--- config.mk ---
export PLATFORM = sky130hd
export DESIGN_NAME = reconnect_backoff_deadline_scheduler_flat
export DESIGN_NICKNAME = d
export VERILOG_FILES = /design/src/design/rbds_pkg.sv /design/src/design/rbds_cmd_if.sv /design/src/design/rbds_res_if.sv /design/src/design/reconnect_backoff_deadline_scheduler.sv /design/src/flat_wrapper.sv
export SDC_FILE = /design/constraint.sdc
export NUM_CORES = 1
export LEC_CHECK = 0
export BUFFER_PORTS_ARGS = -buffer_cell sky130_fd_sc_hd__buf_2
export CAP_MARGIN = 15
export CORE_MARGIN = 1.5
export CORE_UTILIZATION = 53
export CTS_CLUSTER_SIZE = 25
export DETAILED_ROUTE_END_ITERATION = 8
export GPL_TIMING_DRIVEN = 0
export PLACE_DENSITY_LB_ADDON = 0.1
export SYNTH_ARGS = -nofsm -noshare
export SYNTH_HDL_FRONTEND = slang
export SYNTH_SLANG_ARGS = --single-unit
--- constraint.sdc ---
create_clock -name clk -period 3.79 [get_ports clk]
set_input_delay 0 -clock clk [delete_from_list [all_inputs] [get_ports clk]]
set_output_delay 0 -clock clk [all_outputs]
set_load 0.02 [all_outputs]
--- src/design/rbds_pkg.sv ---
// Package for the stepped backoff retry timer.
// Holds command codes, step and register constants, and the beat payload types.
// No dependencies.
package rbds_pkg;

  localparam int BACKOFF_STEPS  = 5;
  localparam int NUM_DELAY_REGS = 5;
  localparam int STEP_W         = 3;
  localparam int DELAY_W        = 16;
  localparam int TIME_W         = 32;
  localparam int GEN_W          = 32;
  localparam int FUNC_W         = 3;
  localparam int CFG_IDX_W      = 3;

  localparam logic [FUNC_W-1:0] FUNC_RESET    = 3'd0;
  localparam logic [FUNC_W-1:0] FUNC_SCHEDULE = 3'd1;
  localparam logic [FUNC_W-1:0] FUNC_RETARGET = 3'd2;
  localparam logic [FUNC_W-1:0] FUNC_CANCEL   = 3'd3;
  localparam logic [FUNC_W-1:0] FUNC_TAKE_DUE = 3'd4;

  localparam logic [STEP_W-1:0] LAST_STEP = STEP_W'(BACKOFF_STEPS - 1);
  localparam logic [STEP_W-1:0] LAST_REG  = STEP_W'(NUM_DELAY_REGS - 1);

  localparam logic [DELAY_W-1:0] DELAY_RESET [NUM_DELAY_REGS] =
    '{16'd1000, 16'd2000, 16'd5000, 16'd10000, 16'd30000};

  typedef struct packed {
    logic [FUNC_W-1:0] func;
    logic [TIME_W-1:0] now_time;
    logic [GEN_W-1:0]  conn_gen;
    logic              display_on;
  } cmd_item_t;

  typedef struct packed {
    logic              accepted;
    logic              armed;
    logic [TIME_W-1:0] due_time;
  } res_item_t;

  function automatic logic [STEP_W-1:0] clamp_step(input logic [STEP_W-1:0] idx);
    return (idx < LAST_STEP) ? idx : LAST_STEP;
  endfunction

  function automatic logic [STEP_W-1:0] clamp_reg(input logic [STEP_W-1:0] idx);
    return (idx < LAST_REG) ? idx : LAST_REG;
  endfunction

endpackage

--- src/design/rbds_cmd_if.sv ---
// Command channel of the backoff retry timer: valid/ready with one command per beat.
// Depends on rbds_pkg for the payload type.
interface rbds_cmd_if import rbds_pkg::*; ();
  logic      valid;
  logic      ready;
  cmd_item_t payload;

  modport source (output valid, output payload, input ready);
  modport sink   (input valid, input payload, output ready);
endinterface

--- src/design/rbds_res_if.sv ---
// Result channel of the backoff retry timer: valid/ready with one result per beat.
// Depends on rbds_pkg for the payload type.
interface rbds_res_if import rbds_pkg::*; ();
  logic      valid;
  logic      ready;
  res_item_t payload;

  modport source (output valid, output payload, input ready);
  modport sink   (input valid, input payload, output ready);
endinterface

--- src/design/reconnect_backoff_deadline_scheduler.sv ---
// Stepped backoff retry timer: one pending retry deadline driven by commands.
// Depends on rbds_pkg, rbds_cmd_if and rbds_res_if.
//
// Usage:
//   cmd  - command beats (reset, schedule, retarget, cancel, take-due) with the
//          current ms time, the link generation and the display state.
//   res  - one result beat per command: accepted flag, armed flag and the
//          armed deadline (0 while idle).
//   cfg_* - write port for the five 16-bit backoff delays, index 0 to 4;
//          writes to other indexes are dropped. Write only while idle.
// Throughput: one command per cycle while not stalled. The state update
//   (table pick, one 32-bit add, one wrapping compare) finishes in the accept
//   cycle and the result sits in a single output register.
// Stall: cmd.ready stays high while the output register is empty or being
//   drained in the same cycle; when the receiver holds res.ready low with a
//   result waiting, cmd.ready drops and the result holds.
// Reset (rst, synchronous): clears the pending deadline, the step counter and
//   the res_valid flag, and reloads the delays with 1000/2000/5000/10000/30000.
module reconnect_backoff_deadline_scheduler import rbds_pkg::*; (
  input  logic                 clk,
  input  logic                 rst,
  rbds_cmd_if.sink             cmd,
  rbds_res_if.source           res,
  input  logic                 cfg_we,
  input  logic [CFG_IDX_W-1:0] cfg_index,
  input  logic [DELAY_W-1:0]   cfg_data
);

  // Backoff delay registers
  logic [DELAY_W-1:0] delay_reg [NUM_DELAY_REGS];

  // Deadline state
  logic              pending_flag,     pending_flag_next;
  logic              armed_screen_on,  armed_screen_on_next;
  logic [STEP_W-1:0] armed_step,       armed_step_next;
  logic [STEP_W-1:0] next_step,        next_step_next;
  logic [TIME_W-1:0] deadline_time,    deadline_time_next;
  logic [GEN_W-1:0]  armed_generation, armed_generation_next;

  // Output register
  logic      res_valid;
  res_item_t res_data;
  logic      acc;

  logic              cmd_fire;
  logic [STEP_W-1:0] sel_step;
  logic [STEP_W-1:0] sel_reg;
  logic [TIME_W-1:0] new_deadline;
  logic [TIME_W-1:0] due_diff;
  logic              gen_match;

  assign cmd.ready   = !res_valid || res.ready;
  assign cmd_fire    = cmd.valid && cmd.ready;
  assign res.valid   = res_valid;
  assign res.payload = res_data;

  // Config writes: drop indexes past the delay list
  always_ff @(posedge clk) begin
    if (rst) begin
      for (int i = 0; i < NUM_DELAY_REGS; i++) begin
        delay_reg[i] <= DELAY_RESET[i];
      end
    end else if (cfg_we && (cfg_index < CFG_IDX_W'(NUM_DELAY_REGS))) begin
      delay_reg[cfg_index] <= cfg_data;
    end
  end

  // One shared add: schedule uses the next step, retarget the armed step
  always_comb begin
    sel_step     = (cmd.payload.func == FUNC_SCHEDULE) ? clamp_step(next_step)
                                                       : clamp_step(armed_step);
    sel_reg      = clamp_reg(sel_step);
    new_deadline = cmd.payload.now_time + TIME_W'(delay_reg[sel_reg]);
    due_diff     = cmd.payload.now_time - deadline_time;
    gen_match    = (cmd.payload.conn_gen != '0) &&
                   (cmd.payload.conn_gen == armed_generation);
  end

  always_comb begin
    pending_flag_next     = pending_flag;
    armed_screen_on_next  = armed_screen_on;
    armed_step_next       = armed_step;
    next_step_next        = next_step;
    deadline_time_next    = deadline_time;
    armed_generation_next = armed_generation;
    acc                   = 1'b0;
    // disarm is the common tail of several commands
    case (cmd.payload.func)
      FUNC_RESET: begin
        pending_flag_next     = 1'b0;
        armed_screen_on_next  = 1'b0;
        armed_step_next       = '0;
        deadline_time_next    = '0;
        armed_generation_next = '0;
        next_step_next        = '0;
      end
      FUNC_SCHEDULE: begin
        if (cmd.payload.conn_gen != '0) begin
          if (!cmd.payload.display_on) begin
            pending_flag_next     = 1'b0;
            armed_screen_on_next  = 1'b0;
            armed_step_next       = '0;
            deadline_time_next    = '0;
            armed_generation_next = '0;
          end else begin
            armed_step_next       = sel_step;
            armed_screen_on_next  = 1'b1;
            deadline_time_next    = new_deadline;
            armed_generation_next = cmd.payload.conn_gen;
            pending_flag_next     = 1'b1;
            if (next_step < LAST_STEP) begin
              next_step_next = next_step + 1'b1;
            end
          end
        end
      end
      FUNC_RETARGET: begin
        if (pending_flag) begin
          if (!cmd.payload.display_on) begin
            pending_flag_next     = 1'b0;
            armed_screen_on_next  = 1'b0;
            armed_step_next       = '0;
            deadline_time_next    = '0;
            armed_generation_next = '0;
            acc                   = 1'b1;
          end else if (!armed_screen_on) begin
            armed_step_next      = sel_step;
            armed_screen_on_next = 1'b1;
            deadline_time_next   = new_deadline;
            acc                  = 1'b1;
          end
        end
      end
      FUNC_CANCEL: begin
        pending_flag_next     = 1'b0;
        armed_screen_on_next  = 1'b0;
        armed_step_next       = '0;
        deadline_time_next    = '0;
        armed_generation_next = '0;
      end
      FUNC_TAKE_DUE: begin
        // fire when the wrapping difference is non-negative
        if (pending_flag && gen_match && !due_diff[TIME_W-1]) begin
          pending_flag_next     = 1'b0;
          armed_screen_on_next  = 1'b0;
          armed_step_next       = '0;
          deadline_time_next    = '0;
          armed_generation_next = '0;
          acc                   = 1'b1;
        end
      end
      default: begin
      end
    endcase
  end

  always_ff @(posedge clk) begin
    if (rst) begin
      pending_flag     <= 1'b0;
      armed_screen_on  <= 1'b0;
      armed_step       <= '0;
      next_step        <= '0;
      deadline_time    <= '0;
      armed_generation <= '0;
      res_valid        <= 1'b0;
    end else begin
      if (cmd_fire) begin
        pending_flag     <= pending_flag_next;
        armed_screen_on  <= armed_screen_on_next;
        armed_step       <= armed_step_next;
        next_step        <= next_step_next;
        deadline_time    <= deadline_time_next;
        armed_generation <= armed_generation_next;
        res_valid        <= 1'b1;
      end else if (res.ready) begin
        res_valid <= 1'b0;
      end
    end
  end

  // Result payload: load on accept, hold while stalled
  always_ff @(posedge clk) begin
    if (cmd_fire) begin
      res_data.accepted <= acc;
      res_data.armed    <= pending_flag_next;
      res_data.due_time <= deadline_time_next;
    end
  end

`ifndef SYNTHESIS
  a_idle_clear: assert property (@(posedge clk) disable iff (rst)
    !pending_flag |-> (deadline_time == '0) && (armed_generation == '0) && !armed_screen_on)
    else $error("idle timer holds a stale deadline or generation");

  a_armed_gen: assert property (@(posedge clk) disable iff (rst)
    pending_flag |-> (armed_generation != '0))
    else $error("armed timer has an invalid generation");

  a_step_range: assert property (@(posedge clk) disable iff (rst)
    (next_step <= LAST_STEP) && (armed_step <= LAST_STEP))
    else $error("backoff step beyond last step");

  a_reset_cmd: assert property (@(posedge clk) disable iff (rst)
    cmd_fire && (cmd.payload.func == FUNC_RESET)
      |=> !pending_flag && (next_step == '0) && res_valid && !res_data.accepted)
    else $error("reset command did not clear the timer");
`endif

endmodule

--- src/flat_wrapper.sv ---
// flat-port wrapper written by rule: the top's interface ports become plain ports
module reconnect_backoff_deadline_scheduler_flat import rbds_pkg::*;
  (clk, rst, cfg_we, cfg_index, cfg_data, cmd_valid, cmd_payload, cmd_ready, res_valid, res_payload, res_ready);
  rbds_cmd_if cmd_i ();
  rbds_res_if res_i ();
  input  logic clk;
  input  logic rst;
  input  logic cfg_we;
  input  logic [CFG_IDX_W-1:0] cfg_index;
  input  logic [DELAY_W-1:0] cfg_data;
  input wire logic [$bits(cmd_i.valid)-1:0] cmd_valid;
  input wire logic [$bits(cmd_i.payload)-1:0] cmd_payload;
  output wire logic [$bits(cmd_i.ready)-1:0] cmd_ready;
  output wire logic [$bits(res_i.valid)-1:0] res_valid;
  output wire logic [$bits(res_i.payload)-1:0] res_payload;
  input wire logic [$bits(res_i.ready)-1:0] res_ready;
  assign cmd_i.valid = cmd_valid;
  assign cmd_i.payload = cmd_payload;
  assign cmd_ready = cmd_i.ready;
  assign res_valid = res_i.valid;
  assign res_payload = res_i.payload;
  assign res_i.ready = res_ready;
  reconnect_backoff_deadline_scheduler u_core (.clk(clk), .rst(rst), .cmd(cmd_i), .res(res_i), .cfg_we(cfg_we), .cfg_index(cfg_index), .cfg_data(cfg_data));
endmodule
==> impl_metrics.ini <==
[status]
status = completed

[setup_path]
cp_cell_sequence = nand3b_1 -> nand2_4 -> buf_12 -> mux2i_1 -> nor2_1 -> a211oi_2 -> a21oi_2 -> ha_1 -> a21oi_2 -> nor2_2 -> o211ai_1 -> o21ai_2 -> a41o_1 -> xnor2_2 -> nor2_1 -> nor3_1 -> o22ai_1
worstPathRequired_ns = 3.94
endpoint_kind = flip-flop
crit_buf_inv = 1
worstPathArrival_ns = 3.88
worstSetupPathType = reg2reg
max_stage_delay_ns = 0.36
crit_family = compound AO/OA/AOI/OAI gates
r2r_slack_ns = 0.07
critPathMaxFanout = 8
critPathLaunchType = flip-flop
cp_slowest_cell = dfxtp_4

[global_route]
gr-usage-all-layers_pct = 27.4
antenna_found_initial = 0
first_global_vias = 8260
grt_pass1_wl_um = 43000
overflow = 0
grt_max_degree = 35

[sta]
period_share_pct = 98.2
setup_viol_count_final = 0
hold_violations = 0
rsz0062_at_grt = true
fmax_mhz = 269
fin_skew_ns = 0.0157
slew_violations = 0
worst_slew_pin_slew_ns = 1.14
min_period_ns = 3.72
relSlewSlack_pct = 23.2

[route]
first_pass_iters = 5
wl_per_cell_um = 18.1
drc = 0
dr.first_iter.drc_count = 676
num_vias = 8874
viasPerCell = 5.70
wl_um = 28300
ant_nets = 0

[synthesis]
synthXorXnorAreaFrac_pct = 4.92
synthMuxAreaShare_pct = 6.72
synth_fa_ha_area_share_pct = 6.27
ys_warn_count = 0
yosysSeqAreaShare_pct = 46.5
yosysTopAreaCell = edfxtp_1
yosys.area.top_type_share_pct = 32.6
synth.avg_cell_area_um2 = 9.93
synth_top_family_by_area = simple AND/OR/NAND/NOR gates
async_reset_ff_share_pct = 0
synthesis.area_mm2 = 0.0105
dominantRegCellSynth = edfxtp_1
synth.distinct_cells = 62
syn-num-nets = 1201
synthTopCellsByArea = edfxtp_1 33%, dfxtp_1 14%, ha_1 6.1%, mux2i_1 5.7%, nand2_1 5.1%
yosys.area_share.simple_pct = 18.8
syn_inst = 1057
ys_ff_latch = 187
synth_compound_area_share_pct = 13.4
synth_edf_count = 114

[die]
die_w_um = 144
die_y_um = 144
row_count = 51
initial_utilization_pct = 53.9
io_pins = 128
core_mm2 = 0.0195
die-area_mm2 = 0.0207

[place]
dpl.cell_count = 1447
globalplace.congestion = 0.902
port_buffers = 124
hpwl_um = 19600

[layout]
drive_gt1_share_pct = 20.5
nFillCells = 1551
layout_commonest_cell = nand2_1
final_cell_mix = 139 x nand2_1, 125 x buf_2, 114 x edfxtp_1, 71 x dfxtp_1
fin_nets = 1424
area_growth_pct = 25.8
largest_reg_flops = 80
n_antenna_cell = 0
final_cells = 1558
post-route-util_pct = 67.8
multiInputGateArea_mm2 = 0.00553
regArea_mm2 = 0.00489

[pwr]
peakVddDrop_v = 0.000354
p_per_area_mw_per_mm2 = 372
p_leak_uw = 0.00492

[clocking]
htreeDepth = 4
clock_latency_ns = 0.45
clkSlewWorstSetupHoldPaths_ns = 0.08
cts_buffers = 17
cts_tree = yes
clock_sink_count = 187
cts_root_buf = clkbuf_16
clockBufferDepth = 2

[hold_path]
hold_class = in2reg

[flow_run]
cap_violations = 0
[Yosys cell counts (9+ instances only)]
cell / instances
mux2i_1: 60
xor2_1: 20
inv_1: 37
and2_1: 54
xnor2_1: 39
nor2_1: 50
nand4_1: 19
clkbuf_1: 42
edfxtp_1: 114
a21oi_1: 58
nor3_1: 15
nand2_1: 142
o2bb2ai_1: 15
dfxtp_1: 73
a211oi_1: 10
a21o_1: 13
o21ai_0: 41
o22ai_1: 9
a22o_1: 24
nand3_1: 24
ha_1: 51
or3_1: 12
nand2b_1: 29
nor4_1: 15
[where the power goes]
part	switching (uW)	internal, uW	total (uW)
Sequential	28.0	2240	2270
Clock	872	1000	1870
Combinational	449	320	770
Total	1350	3560	4910
[tightest hold or removal path, stage by stage]
cell	delay (ns)
buf_2	0.12
nor3b_1	0.16
nand2b_1	0.11
[area by class of cell]
type | instances | area share, %
clock inverters | 12 | 0.976
inverters | 38 | 1.08
multi-input cells | 782 | 41.9
repair buffers | 206 | 10.8
plain buffers | 48 | 1.98
clock buffers | 20 | 3.71
well taps | 265 | 2.51
flip-flops and latches | 187 | 37.0
[per-stage QoR]
| step | hold WS, ns | setup TNS (ns) | total power, uW | area, um2 | setup slack (ns) |
|---|---|---|---|---|---|
| 5_1_grt | 0.0636 | -0.162 | 5070 | 13200 | -0.0752 |
| 6_report | 0.0524 | 0 | 4910 | 13200 | 0.0672 |
| 2_1_floorplan | 0.129 | 0 | 2720 | 10500 | 0.0253 |
| 3_3_place_gp | 0.251 | -26.36 | 2940 | 11500 | -0.958 |
| 3_5_place_dp | 0.255 | -27.35 | 2960 | 11500 | -0.979 |
| 4_1_cts | 0.0223 | 0 | 4860 | 12800 | 0.000429 |
[final timing paths]
kind / start / cells after the start / to
setup / recovery: u_core.next_step[2]$_SDFFE_PP0P_ / 17 / u_core.res.payload[17]$_DFFE_PP_
hold / removal: cfg_index[1] / 3 / u_core.delay_reg[4][5]$_SDFFCE_PN1P_
setup reg to reg: u_core.next_step[2]$_SDFFE_PP0P_ / 17 / u_core.res.payload[17]$_DFFE_PP_
hold reg to reg: u_core.armed_generation[15]$_SDFFE_PP0P_ / 2 / u_core.armed_generation[15]$_SDFFE_PP0P_
[timing repair]
| item | CTS | global route |
|---|---|---|
| endpoints found under the setup margin | 39 | 34 |
| hold endpoints to repair | 123 | 2 |
| hold buffers | 58 | 2 |
| gates resized for setup | 31 | 60 |
| buffers inserted | 3 | 15 |
| cloned | 0 | 2 |
| pin swaps | 2 | 32 |
[cells by family after synthesis]
kind of cell	after synthesis
fa+ha+maj	52
mux	69
xor+xnor	59
flops	187
simple gates	391
buf+inv	88
compound gates	211
[layer usage]
| layer | wire, um | track usage (%) | share of wire [%] |
|---|---|---|---|
| met5 | 0 | 0 | 0 |
| met4 | 813 | 10.5 | 2.9 |
| met3 | 1510 | 4.80 | 5.3 |
| met2 | 13600 | 45.8 | 48 |
| met1 | 12300 | 35.5 | 44 |
Note: power is estimated with default switching activity, not from simulation.
